===== src/rtl/dcp_bsw_pkg.sv =====
// shared types and constants of the dcp block stream walker
package dcp_bsw_pkg;

  // walk phase codes
  localparam logic [2:0] PH_OPT   = 3'd0;
  localparam logic [2:0] PH_SUB   = 3'd1;
  localparam logic [2:0] PH_LENHI = 3'd2;
  localparam logic [2:0] PH_LENLO = 3'd3;
  localparam logic [2:0] PH_VALUE = 3'd4;
  localparam logic [2:0] PH_PAD   = 3'd5;

  // one result item
  typedef struct packed {
    logic [7:0]  block_option;
    logic [7:0]  block_suboption;
    logic [15:0] block_length;
    logic        value_valid;
    logic [7:0]  value_byte;
    logic [15:0] value_index;
    logic        block_end;
    logic        walk_end;
    logic        walk_ok;
  } result_t;

  // walker step outcome handed to the output stage
  typedef struct packed {
    logic    emit;
    result_t res;
  } step_t;

endpackage


===== src/rtl/dcp_bsw_if.sv =====
// stream interfaces for the input byte channel and the result channel
interface dcp_bsw_in_if;
  logic       valid;
  logic       ready;
  logic [7:0] data_byte;
  logic       final_byte;

  modport source (output valid, output data_byte, output final_byte, input ready);
  modport sink (input valid, input data_byte, input final_byte, output ready);
endinterface

interface dcp_bsw_out_if;
  logic        valid;
  logic        ready;
  logic [7:0]  block_option;
  logic [7:0]  block_suboption;
  logic [15:0] block_length;
  logic        value_valid;
  logic [7:0]  value_byte;
  logic [15:0] value_index;
  logic        block_end;
  logic        walk_end;
  logic        walk_ok;

  modport source (
    output valid, output block_option, output block_suboption, output block_length,
    output value_valid, output value_byte, output value_index, output block_end,
    output walk_end, output walk_ok, input ready
  );
  modport sink (
    input valid, input block_option, input block_suboption, input block_length,
    input value_valid, input value_byte, input value_index, input block_end,
    input walk_end, input walk_ok, output ready
  );
endinterface


===== src/rtl/dcp_bsw_parse.sv =====
// block header and value walker: phase state and per-byte result logic
module dcp_bsw_parse (
  input  logic               clk,
  input  logic               rst_n,
  input  logic               fire,
  input  logic [7:0]         data_byte,
  input  logic               final_byte,
  output dcp_bsw_pkg::step_t step
);
  import dcp_bsw_pkg::*;

  logic [2:0]  phase_r, phase_nxt;
  logic [7:0]  opt_r, opt_nxt;
  logic [7:0]  sub_r, sub_nxt;
  logic [15:0] len_r, len_nxt;
  logic [15:0] cnt_r, cnt_nxt;
  logic [15:0] len_full;
  logic [15:0] cnt_inc;
  logic        last;

  assign len_full = len_r | {8'h00, data_byte};
  assign cnt_inc  = cnt_r + 16'd1;
  assign last     = (cnt_inc == len_r);

  // next state and result for the byte at the input
  always_comb begin
    phase_nxt = phase_r;
    opt_nxt   = opt_r;
    sub_nxt   = sub_r;
    len_nxt   = len_r;
    cnt_nxt   = cnt_r;
    step      = '0;
    case (phase_r)
      PH_SUB: begin
        sub_nxt   = data_byte;
        phase_nxt = PH_LENHI;
      end
      PH_LENHI: begin
        len_nxt   = {data_byte, 8'h00};
        phase_nxt = PH_LENLO;
      end
      PH_LENLO: begin
        len_nxt = len_full;
        cnt_nxt = '0;
        if (len_full == 16'd0) begin
          // empty block gives one event
          step.emit                = 1'b1;
          step.res.block_option    = opt_r;
          step.res.block_suboption = sub_r;
          step.res.block_length    = len_full;
          step.res.block_end       = 1'b1;
          step.res.walk_end        = final_byte;
          step.res.walk_ok         = final_byte;
          phase_nxt                = PH_OPT;
        end else if (final_byte) begin
          // header closes the area, value missing
          step.emit                = 1'b1;
          step.res.block_option    = opt_r;
          step.res.block_suboption = sub_r;
          step.res.block_length    = len_full;
          step.res.walk_end        = 1'b1;
        end else begin
          phase_nxt = PH_VALUE;
        end
      end
      PH_VALUE: begin
        cnt_nxt                  = cnt_inc;
        step.emit                = 1'b1;
        step.res.block_option    = opt_r;
        step.res.block_suboption = sub_r;
        step.res.block_length    = len_r;
        step.res.value_valid     = 1'b1;
        step.res.value_byte      = data_byte;
        step.res.value_index     = cnt_r;
        step.res.block_end       = last;
        step.res.walk_end        = final_byte;
        step.res.walk_ok         = final_byte & last;
        if (last) begin
          phase_nxt = len_r[0] ? PH_PAD : PH_OPT;
        end
      end
      PH_PAD: begin
        phase_nxt = PH_OPT;
      end
      default: begin
        opt_nxt   = data_byte;
        sub_nxt   = '0;
        len_nxt   = '0;
        cnt_nxt   = '0;
        phase_nxt = PH_SUB;
      end
    endcase

    // end of area: report if nothing else did, then start over
    if (final_byte) begin
      if (!step.emit) begin
        step.emit         = 1'b1;
        step.res.walk_end = 1'b1;
        step.res.walk_ok  = 1'b1;
      end
      phase_nxt = PH_OPT;
      opt_nxt   = '0;
      sub_nxt   = '0;
      len_nxt   = '0;
      cnt_nxt   = '0;
    end
  end

  // walker state
  always_ff @(posedge clk) begin
    if (!rst_n) begin
      phase_r <= PH_OPT;
      opt_r   <= '0;
      sub_r   <= '0;
      len_r   <= '0;
      cnt_r   <= '0;
    end else if (fire) begin
      phase_r <= phase_nxt;
      opt_r   <= opt_nxt;
      sub_r   <= sub_nxt;
      len_r   <= len_nxt;
      cnt_r   <= cnt_nxt;
    end
  end

endmodule


===== src/rtl/dcp_block_stream_walker.sv =====
// top level of the dcp block stream walker
//
// channel      dir  handshake      payload
// in_stream    in   valid/ready    data_byte, final_byte
// out_stream   out  valid/ready    block tags, value byte and index, end flags
//
// one byte is taken per cycle while not stalled; its result, if any, shows
// in the next cycle from the output register. walker state is phase, tag,
// length and count registers, updated by two compares and one 16-bit
// increment per byte. synchronous active-low reset returns the walk to the
// option byte. a held result stalls input only while out_stream.ready is low.
module dcp_block_stream_walker (
  input  logic          clk,
  input  logic          rst_n,
  dcp_bsw_in_if.sink    in_stream,
  dcp_bsw_out_if.source out_stream
);
  import dcp_bsw_pkg::*;

  logic    fire;
  step_t   step;
  logic    out_valid_r;
  result_t out_res_r;

  assign in_stream.ready = !out_valid_r || out_stream.ready;
  assign fire            = in_stream.valid && in_stream.ready;

  dcp_bsw_parse u_parse (
    .clk        (clk),
    .rst_n      (rst_n),
    .fire       (fire),
    .data_byte  (in_stream.data_byte),
    .final_byte (in_stream.final_byte),
    .step       (step)
  );

  // output register
  always_ff @(posedge clk) begin
    if (!rst_n) begin
      out_valid_r <= 1'b0;
    end else if (fire && step.emit) begin
      out_valid_r <= 1'b1;
    end else if (out_stream.ready) begin
      out_valid_r <= 1'b0;
    end
  end

  always_ff @(posedge clk) begin
    if (fire && step.emit) begin
      out_res_r <= step.res;
    end
  end

  // result fields
  assign out_stream.valid           = out_valid_r;
  assign out_stream.block_option    = out_res_r.block_option;
  assign out_stream.block_suboption = out_res_r.block_suboption;
  assign out_stream.block_length    = out_res_r.block_length;
  assign out_stream.value_valid     = out_res_r.value_valid;
  assign out_stream.value_byte      = out_res_r.value_byte;
  assign out_stream.value_index     = out_res_r.value_index;
  assign out_stream.block_end       = out_res_r.block_end;
  assign out_stream.walk_end        = out_res_r.walk_end;
  assign out_stream.walk_ok         = out_res_r.walk_ok;

endmodule

===== src/flat_wrapper.sv =====
// flat-port wrapper written by rule: the top's interface ports become plain ports
module dcp_block_stream_walker_flat import dcp_bsw_pkg::*;
  (clk, rst_n, in_stream_valid, in_stream_data_byte, in_stream_final_byte, in_stream_ready, out_stream_valid, out_stream_block_option, out_stream_block_suboption, out_stream_block_length, out_stream_value_valid, out_stream_value_byte, out_stream_value_index, out_stream_block_end, out_stream_walk_end, out_stream_walk_ok, out_stream_ready);
  dcp_bsw_in_if in_stream_i ();
  dcp_bsw_out_if out_stream_i ();
  input  logic clk;
  input  logic rst_n;
  input wire logic [$bits(in_stream_i.valid)-1:0] in_stream_valid;
  input wire logic [$bits(in_stream_i.data_byte)-1:0] in_stream_data_byte;
  input wire logic [$bits(in_stream_i.final_byte)-1:0] in_stream_final_byte;
  output wire logic [$bits(in_stream_i.ready)-1:0] in_stream_ready;
  output wire logic [$bits(out_stream_i.valid)-1:0] out_stream_valid;
  output wire logic [$bits(out_stream_i.block_option)-1:0] out_stream_block_option;
  output wire logic [$bits(out_stream_i.block_suboption)-1:0] out_stream_block_suboption;
  output wire logic [$bits(out_stream_i.block_length)-1:0] out_stream_block_length;
  output wire logic [$bits(out_stream_i.value_valid)-1:0] out_stream_value_valid;
  output wire logic [$bits(out_stream_i.value_byte)-1:0] out_stream_value_byte;
  output wire logic [$bits(out_stream_i.value_index)-1:0] out_stream_value_index;
  output wire logic [$bits(out_stream_i.block_end)-1:0] out_stream_block_end;
  output wire logic [$bits(out_stream_i.walk_end)-1:0] out_stream_walk_end;
  output wire logic [$bits(out_stream_i.walk_ok)-1:0] out_stream_walk_ok;
  input wire logic [$bits(out_stream_i.ready)-1:0] out_stream_ready;
  assign in_stream_i.valid = in_stream_valid;
  assign in_stream_i.data_byte = in_stream_data_byte;
  assign in_stream_i.final_byte = in_stream_final_byte;
  assign in_stream_ready = in_stream_i.ready;
  assign out_stream_valid = out_stream_i.valid;
  assign out_stream_block_option = out_stream_i.block_option;
  assign out_stream_block_suboption = out_stream_i.block_suboption;
  assign out_stream_block_length = out_stream_i.block_length;
  assign out_stream_value_valid = out_stream_i.value_valid;
  assign out_stream_value_byte = out_stream_i.value_byte;
  assign out_stream_value_index = out_stream_i.value_index;
  assign out_stream_block_end = out_stream_i.block_end;
  assign out_stream_walk_end = out_stream_i.walk_end;
  assign out_stream_walk_ok = out_stream_i.walk_ok;
  assign out_stream_i.ready = out_stream_ready;
  dcp_block_stream_walker u_core (.clk(clk), .rst_n(rst_n), .in_stream(in_stream_i), .out_stream(out_stream_i));
endmodule

===== config.mk =====
export PLATFORM = sky130hd
export DESIGN_NAME = dcp_block_stream_walker_flat
export DESIGN_NICKNAME = d
export VERILOG_FILES = /design/src/rtl/dcp_bsw_pkg.sv /design/src/rtl/dcp_bsw_if.sv /design/src/rtl/dcp_bsw_parse.sv /design/src/rtl/dcp_block_stream_walker.sv /design/src/flat_wrapper.sv
export SDC_FILE = /design/constraint.sdc
export NUM_CORES = 1
export LEC_CHECK = 0
export BUFFER_PORTS_ARGS = -buffer_cell sky130_fd_sc_hd__buf_4
export CORE_MARGIN = 4
export CORE_UTILIZATION = 55
export CTS_CLUSTER_DIAMETER = 200
export CTS_CLUSTER_SIZE = 20
export DETAILED_ROUTE_END_ITERATION = 8
export PLACE_DENSITY = 0.77
export SKIP_CTS_REPAIR_TIMING = 1
export SLEW_MARGIN = 20
export SYNTH_ARGS = -nofsm -noshare
export SYNTH_HDL_FRONTEND = slang
export SYNTH_SLANG_ARGS = --single-unit

===== constraint.sdc =====
create_clock -name clk -period 6.1 [get_ports clk]
set_input_delay 1.22 -clock clk [delete_from_list [all_inputs] [get_ports clk]]
set_output_delay 1.22 -clock clk [all_outputs]
set_load 0.01 [all_outputs]

==> results.cfg, run 1 <==
[status]
outcome = completed

[clock_network]
clk_pin_slew_ns = 0.11
clk_path_buf_depth = 2
cts_max_level = 3
cts_buffers = 9
cts.sinks = 112
clkLatencyLatePin_ns = 0.38
tritoncts = done
cts_root_buf = clkbuf_8

[critical_path]
critPathCaptureType = flop
path_depth = 7
worstPathCellList = buf_4, nor4_1, nand4_1, nor3_1, nor3_1, nor2_4, buf_4
critPathMaxStageDelay_ns = 0.64
crit_type = primary input to flop
reg2regPathDepth = 5
cp.required_ns = 6.13
crit_family = simple AND/OR/NAND/NOR gates
arrival_ns = 3.39
cp_num_buf_inv = 2
rrSetupSlack_ns = 2.96
r2r_start = u_core.u_parse.phase_r[2]
crit_fanout = 31
r2r_end = u_core.out_stream.value_index[13]
slowest_stage = nor2_4
startpoint_type = primary input

[sta]
finalCritPeriodShare_pct = 55.05
skew_ns = 0.01913
tns_ns = 0
slew_headroom_pct = 28.83
layout_setup_ws_ns = 2.742
fmax_mhz = 297.8
fin_crit_ns = 3.358
finalSetupViolCount = 0
worstMarginPinSlew_ns = 1.060
rsz0062_at_grt = no
finalHoldViolCount = 0
slew_viol_final = 0

[die]
num_rows = 34
start_util_pct = 56.96
die_y_um = 103.5
die_width_um = 103.5
fp.coreArea_um2 = 8806
io_pins = 75
fp.dieArea_um2 = 10710

[hold_path]
hold_end = u_core.u_parse.sub_r[0]
hold_class = flop to flop
min_path_cells = 2
hp-start = u_core.u_parse.sub_r[0]

[pwr]
seq_power_share_pct = 59.2
power.total_mw = 1.390
power.switching_uw = 339.6
sw_frac_of_total_pct = 24.43
p_int_mw = 1.051
ir_drop_mv = 0.1288
leakage_nw = 2.274
clockPowerShare_pct = 32.8
p_comb_share_pct = 8.1
p_per_area_nw_per_um2 = 237.7

[cells_and_area]
drive_gt1_share_pct = 19.42
fillers = 710
fin_nets = 561
antennaDiodeCount = 0
final_common_cell = buf_4
final-seq-area_um2 = 2843
mostFrequentLayoutCells = 79 x buf_4, 60 x edfxtp_1, 56 x nor2_1, 52 x dfxtp_1, 38 x a21oi_1
area_growth_pct = 16.59
multi_input_area_um2 = 2033

[synth]
syn_nets = 498
synthTopCellsByArea = edfxtp_1 36%, dfxtp_1 21%, nor2_1 4.3%
synth_area_leader_cell = edfxtp_1
ys_ff_latch = 112
syn-instance-count = 483
yosys_warnings = 0
synth_edf_count = 60
ys_types = 58
ys_seq_area_share_pct = 56.67
syn_area_um2 = 5016
synth_ff_type = edfxtp_1
synth_top_cell_area_share_pct = 35.92
avgSynthCellArea_um2 = 10.39
ys_async_sr_fraction_pct = 0

[routing]
drtIter0Drc = 325
wirelength_um = 12310
final_antenna_net_count = 0
wl_per_cell_um = 18.68
drc = 0
dr.pass1.iters = 5
drt-vias-per-instance = 6.123
vias = 4035

[global_route]
gr-total-overflow = 0
grt_max_degree = 35
grt_pass1_vias = 3852
global_route.usage.total_pct = 22.98
antenna_found_initial = 0
grt_pass1_wl_um = 19860

[placement]
finalWeightedCongestion = 0.8987
hpwlAfterDp_um = 8486
io_buffers = 74
pre_cts_ws_ns = 2.338

[run]
cap_viol_max_count = 0
area by class of cell:
| cell class | count | share of cell area (%) |
|---|---|---|
| Multi-Input combinational cell | 334 | 34.77 |
| Tap cell | 108 | 2.311 |
| Clock buffer | 10 | 2.182 |
| Sequential cell | 112 | 48.61 |
| Clock inverter | 6 | 1.348 |
| Timing Repair Buffer | 79 | 10.14 |
| Inverter | 10 | 0.6418 |
tightest hold or removal path: stages (launching register included):
cell and delay, ns:
dfxtp_1 0.33, a21oi_1 0.06, nor2_1 0.07
layer usage:
| metal | global-route usage, % | up-vias | part of all wire (%) |
|---|---|---|---|
| li1 | - | 1882 | - |
| met1 | 31.50 | 1955 | 45 |
| met2 | 35.93 | 172 | 45 |
| met3 | 4.104 | 26 | 7.0 |
| met4 | 10.26 | 0 | 3.1 |
| met5 | 0 | - | 0 |
power by group through the flow:
stage	clock [mW]	combinational, mW	sequential, mW
after floorplan	0	0.0532	0.846
after global placement	0	0.109	0.839
after detailed placement	0	0.111	0.840
after CTS	0.464	0.112	0.823
after global routing	0.494	0.122	0.825
final	0.455	0.112	0.823
how the worst max path moves through the flow:
| stage | start | endpoint |
|---|---|---|
| finish | in_stream_data_byte[2] | u_core.out_stream.value_index[13] |
| global route | in_stream_data_byte[2] | u_core.out_stream.value_index[13] |
| CTS | in_stream_data_byte[2] | u_core.out_stream.block_length[15] |
| detailed placement | in_stream_data_byte[2] | u_core.out_stream.block_option[0] |
| global placement | in_stream_data_byte[2] | u_core.out_stream.block_option[0] |
| floorplan | in_stream_data_byte[3] | u_core.out_stream.block_end |
Yosys cell counts (4+ instances only):
master and number:
and2_1 26, inv_1 7, a21o_1 4, nor2_1 57
a22o_1 14, nand3_1 12, nand2_1 20, nand4_1 4
nor3b_1 7, xor2_1 10, a21oi_1 38, a22oi_1 6
nor4_1 8, nand3b_1 4, o21ai_0 15, nor3_1 15
and3_1 25, clkbuf_1 22, dfxtp_1 52, nor2b_1 9
nand2b_1 4, xnor2_1 11, edfxtp_1 60
logic make-up (layout without fill, tap and decap cells):
| kind of cell | Yosys count | in the layout | synth area share, % |
|---|---|---|---|
| buffers and inverters | 37 | 105 | 2.943 |
| muxes | 3 | 3 | 0.5987 |
| xor gates and xnor gates | 21 | 21 | 3.667 |
| and+or+nand+nor | 207 | 207 | 22.52 |
| AOI/OAI and AO/OA | 101 | 101 | 13.10 |
| adders and majority gates | 2 | 2 | 0.4988 |
| DFF | 112 | 112 | 56.67 |
flip-flops by register name, indices dropped and copies added, names as in the netlist:
signal,flops
u_core.u_parse.cnt_r,16
u_core.out_stream.valid,1
u_core.out_stream.value_byte,8
u_core.u_parse.sub_r,8
u_core.u_parse.opt_r,8
u_core.out_stream.walk_end,1
u_core.out_stream.block_suboption,8
u_core.u_parse.phase_r,3
u_core.out_stream.block_end,1
u_core.out_stream.value_index,16
u_core.out_stream.value_valid,1
u_core.out_stream.block_option,8
u_core.out_stream.block_length,16
u_core.u_parse.len_r,16
u_core.out_stream.walk_ok,1
stage by stage:
| stage | instance area [µm²] | util, % | hold slack, ns | cells |
|---|---|---|---|---|
| after detailed placement | 5642 | 64.07 | 0.4744 | 643 |
| after CTS | 5848 | 66.41 | 0.4996 | 659 |
| after floorplan | 5016 | - | 0.4455 | 483 |
| after global placement | 5642 | 64.07 | 0.4659 | 643 |
| final | 5848 | 66.41 | 0.4914 | 659 |
| after global routing | 5848 | 66.41 | 0.5393 | 659 |
Power figures use the tool's default switching activity.
==> inputs of run 2 (changes only) <==
==> constraint.sdc (replaced) <==
create_clock -name clk -period 3.3 [get_ports clk]
set_input_delay 0.66 -clock clk [delete_from_list [all_inputs] [get_ports clk]]
set_output_delay 0.66 -clock clk [all_outputs]
set_load 0.01 [all_outputs]
==> results.cfg, run 2 (synthesis gave the netlist of run 1 again) <==
[status]
outcome = completed

[die]
num_rows = 34
die_width_um = 103.5
fp.coreArea_um2 = 8806
start_util_pct = 56.96
die_y_um = 103.5
io_pins = 75
fp.dieArea_um2 = 10710

[sta]
skew_ns = 0.01708
fmax_mhz = 339.1
finalSetupViolCount = 0
fin_crit_ns = 2.949
finalHoldViolCount = 0
tns_ns = 0
worstMarginPinSlew_ns = 0.8333
rsz0062_at_grt = no
slew_viol_final = 0
slew_headroom_pct = 44.02
finalCritPeriodShare_pct = 89.35

[routing]
dr.pass1.iters = 5
drtIter0Drc = 344
drt-vias-per-instance = 6.080
vias = 4031
drc = 0
final_antenna_net_count = 0
wl_per_cell_um = 18.87
wirelength_um = 12510

[global_route]
antenna_found_initial = 0
grt_pass1_wl_um = 20140
grt_max_degree = 48
global_route.usage.total_pct = 23.31
gr-total-overflow = 0
grt_pass1_vias = 3674

[critical_path]
cp.required_ns = 3.61
startpoint_type = flop
r2r_end = u_core.u_parse.phase_r[2]
arrival_ns = 3.25
rrSetupSlack_ns = 0.35
critPathCaptureType = flop
reg2regPathDepth = 8
r2r_start = u_core.u_parse.cnt_r[0]
crit_type = flop to flop
crit_fanout = 8

[cells_and_area]
fillers = 723
mostFrequentLayoutCells = 82 x buf_4, 60 x edfxtp_1, 56 x nor2_1, 52 x dfxtp_1, 38 x a21oi_1
antennaDiodeCount = 0
drive_gt1_share_pct = 20.00
area_growth_pct = 17.09
final_common_cell = buf_4
stdcell_area_um2 = 5873
fin_nets = 565

[clock_network]
clk_pin_slew_ns = 0.12
clkLatencyLatePin_ns = 0.39
cts.sinks = 112
tritoncts = done
cts_root_buf = clkbuf_8
clk_path_buf_depth = 2
cts_max_level = 3
cts_buffers = 9

[hold_path]
min_path_cells = 2
hold_end = u_core.u_parse.sub_r[7]
hold_class = flop to flop
hp-start = u_core.u_parse.sub_r[7]

[placement]
hpwlAfterDp_um = 8839
finalWeightedCongestion = 0.9700
placed_area_um2 = 5684
io_buffers = 74

[pwr]
p_per_area_nw_per_um2 = 430.3
power.total_mw = 2.527
leakage_nw = 2.298
ir_drop_mv = 0.2337

[run]
cap_viol_max_count = 0
==> run 2: cell types whose count changed in the layout (fill, tap and decap cells not counted), sizes merged <==
cell / previous run / this run
buf: 79 / 83
clkinvlp: 2 / 0
clkinv: 4 / 7
bufinv: 1 / 0
==> run 2: worst max path at each step <==
stage,start,endpoint,slack [ns],depth (start not counted)
after floorplan,in_stream_data_byte[3],u_core.out_stream.block_end,0.60,5
after global placement,u_core.u_parse.cnt_r[0],u_core.u_parse.phase_r[1],0.54,8
after detailed placement,u_core.u_parse.cnt_r[0],u_core.u_parse.phase_r[2],0.41,8
after CTS,u_core.u_parse.cnt_r[0],u_core.u_parse.phase_r[2],0.39,8
after global routing,u_core.u_parse.cnt_r[0],u_core.u_parse.phase_r[2],0.12,8
final,u_core.u_parse.cnt_r[0],u_core.u_parse.phase_r[2],0.35,8
==> run 2: worst max-delay path, cell delays in order (launching register included) <==
cell and delay [ns]:
dfxtp_1 0.48, ha_1 0.32, nand3_1 0.27, nor4_1 0.54
xnor2_1 0.18, o21ai_0 0.10, or4_4 0.56, a21oi_4 0.20
mux2i_1 0.21
==> run 2: cell type report <==
class | count | area, µm² | area share (%)
sequential | 112 | 2843 | 48.40
multi-input combinational | 334 | 2033 | 34.62
timing repair buffer | 83 | 635.6 | 10.82
tap | 108 | 135.1 | 2.301
clock buffer | 10 | 127.6 | 2.173
clock inverter | 6 | 61.31 | 1.044
inverter | 10 | 37.54 | 0.6391
==> run 2: per-stage QoR <==
step | std cells | worst slack (ns) | util (%) | hold WS [ns]
after floorplan | 483 | 0.6032 | - | 0.4455
after global placement | 647 | 0.5358 | 64.55 | 0.4624
after detailed placement | 647 | 0.4091 | 64.55 | 0.4711
after CTS | 663 | 0.3892 | 66.70 | 0.4983
after global routing | 663 | 0.1213 | 66.70 | 0.5290
final | 663 | 0.3514 | 66.70 | 0.4957
==> run 2: metal layers <==
layer	share of wire (%)	track usage, %	up-vias	wire length [µm]
met3	7.7	3.420	19	964
li1	-	-	1890	-
met5	0	0	-	0
met4	1.1	6.458	0	136
met2	46	36.73	186	5806
met1	45	33.85	1936	5605
==> run 2: report_power, final <==
part	total (mW)	internal (mW)	switching [mW]
Sequential	1.52	1.50	0.0213
Combinational	0.214	0.0822	0.132
Clock	0.792	0.294	0.498
Total	2.53	1.88	0.651
==> inputs of run 3 (changes only) <==
--- a/config.mk
+++ b/config.mk
@@ -7,11 +7,11 @@
 export LEC_CHECK = 0
 export BUFFER_PORTS_ARGS = -buffer_cell sky130_fd_sc_hd__buf_4
 export CORE_MARGIN = 4
-export CORE_UTILIZATION = 55
+export CORE_UTILIZATION = 57
 export CTS_CLUSTER_DIAMETER = 200
 export CTS_CLUSTER_SIZE = 20
 export DETAILED_ROUTE_END_ITERATION = 8
-export PLACE_DENSITY = 0.77
+export PLACE_DENSITY = 0.8
 export SKIP_CTS_REPAIR_TIMING = 1
 export SLEW_MARGIN = 20
 export SYNTH_ARGS = -nofsm -noshare
==> results.cfg, run 3 (synthesis gave the netlist of run 1 again) <==
[sta]
skew_ns = 0.01151
finalSetupViolCount = 0
slew_viol_final = 0
slew_headroom_pct = 43.04
tns_ns = 0
worstMarginPinSlew_ns = 0.8479
layout_setup_ws_ns = 0.2927
fmax_mhz = 332.5
finalHoldViolCount = 0
finalCritPeriodShare_pct = 91.13
fin_crit_ns = 3.007
rsz0062_at_grt = no

[routing]
drt-vias-per-instance = 6.092
drc = 0
final_antenna_net_count = 0
dr.pass1.iters = 5
drtIter0Drc = 364
wirelength_um = 12450
vias = 4027
wl_per_cell_um = 18.83

[critical_path]
critPathMaxStageDelay_ns = 0.57
slowest_stage = nor4_1
critPathCaptureType = flop
startpoint_type = flop
cp.required_ns = 3.60
worstPathCellList = ha_1, nand3_1, nor4_1, xnor2_1, o21ai_0, or4_4, a21oi_4, mux2i_1
arrival_ns = 3.31
crit_type = flop to flop
crit_fanout = 8

[pwr]
power.total_mw = 2.507
seq_power_share_pct = 60.7
p_int_mw = 1.869
clockPowerShare_pct = 30.8
ir_drop_mv = 0.2625
power.switching_uw = 637.3
leakage_nw = 2.295
p_comb_share_pct = 8.5
p_per_area_nw_per_um2 = 427.0
sw_frac_of_total_pct = 25.42

[hold_path]
hold_class = flop to flop

[cells_and_area]
drive_gt1_share_pct = 20.14
area_growth_pct = 17.04
fin_nets = 566
mostFrequentLayoutCells = 83 x buf_4, 60 x edfxtp_1, 56 x nor2_1, 52 x dfxtp_1, 38 x a21oi_1
antennaDiodeCount = 0
final_common_cell = buf_4

[placement]
hpwlAfterDp_um = 8773
finalWeightedCongestion = 0.9259
io_buffers = 74
pre_cts_ws_ns = 0.3678

[clock_network]
tritoncts = done
cts_max_level = 3
cts_root_buf = clkbuf_8
cts.sinks = 112
clkLatencyLatePin_ns = 0.38
clk_path_buf_depth = 2
cts_buffers = 9
clk_pin_slew_ns = 0.11

[die]
die_y_um = 101.8
start_util_pct = 59.84
fp.coreArea_um2 = 8382
num_rows = 33
die_width_um = 101.8
fp.dieArea_um2 = 10370
io_pins = 75

[run]
cap_viol_max_count = 0

[global_route]
global_route.usage.total_pct = 24.79
gr-total-overflow = 0
antenna_found_initial = 0
grt_pass1_wl_um = 19760
grt_max_degree = 48
grt_pass1_vias = 3824

[status]
outcome = completed
-- run 3: final cells by class --
cell class,instances,area (µm²)
Multi-Input combinational cell,334,2033
Timing Repair Buffer,84,643.1
Fill cell,652,2511
Tap cell,105,131.4
Clock buffer,10,127.6
Clock inverter,6,55.05
Inverter,10,37.54
Sequential cell,112,2843
-- run 3: path summary, 6_finish.rpt --
kind,startpoint,to,slack (ns),cells past startpoint
worst min register to register,u_core.u_parse.sub_r[4],u_core.u_parse.sub_r[4],0.49,2
worst min-delay path,u_core.u_parse.sub_r[4],u_core.u_parse.sub_r[4],0.49,2
worst max-delay path,u_core.u_parse.cnt_r[0],u_core.u_parse.phase_r[1],0.29,8
worst max register to register,u_core.u_parse.cnt_r[0],u_core.u_parse.phase_r[1],0.29,8
-- run 3: worst max-delay path, delay by kind of cell, from the launching register on --
family | cells | cell delay (ns)
AND/OR/NAND/NOR | 3 | 1.38
multiplexers | 1 | 0.22
flip-flops | 1 | 0.49
adder cells (fa/ha/maj) | 1 | 0.33
XOR/XNOR | 1 | 0.19
AO/OA/AOI/OAI | 2 | 0.32
-- run 3: stage by stage --
step	hold slack (ns)	utilization, %	std cells	area [µm²]
after floorplan	0.4455	-	483	5024
after global placement	0.4619	67.86	645	5688
after detailed placement	0.4744	67.86	645	5688
after CTS	0.5009	70.04	661	5871
after global routing	0.5381	70.04	661	5871
final	0.4943	70.04	661	5871
-- run 3: metal layers --
layer,vias up,share of wire [%],track usage [%]
met5,-,0,0
met3,27,9.4,5.597
li1,1896,-,-
met2,191,45,37.37
met1,1913,43,35.39
met4,0,2.4,9.082
-- run 3: power by group through the flow --
stage | Sequential, mW | Combinational, mW | Clock (mW)
after CTS | 1.52 | 0.213 | 0.783
final | 1.52 | 0.214 | 0.772
after global routing | 1.53 | 0.232 | 0.841
after global placement | 1.55 | 0.207 | 0
after floorplan | 1.56 | 0.0996 | 0
after detailed placement | 1.55 | 0.212 | 0
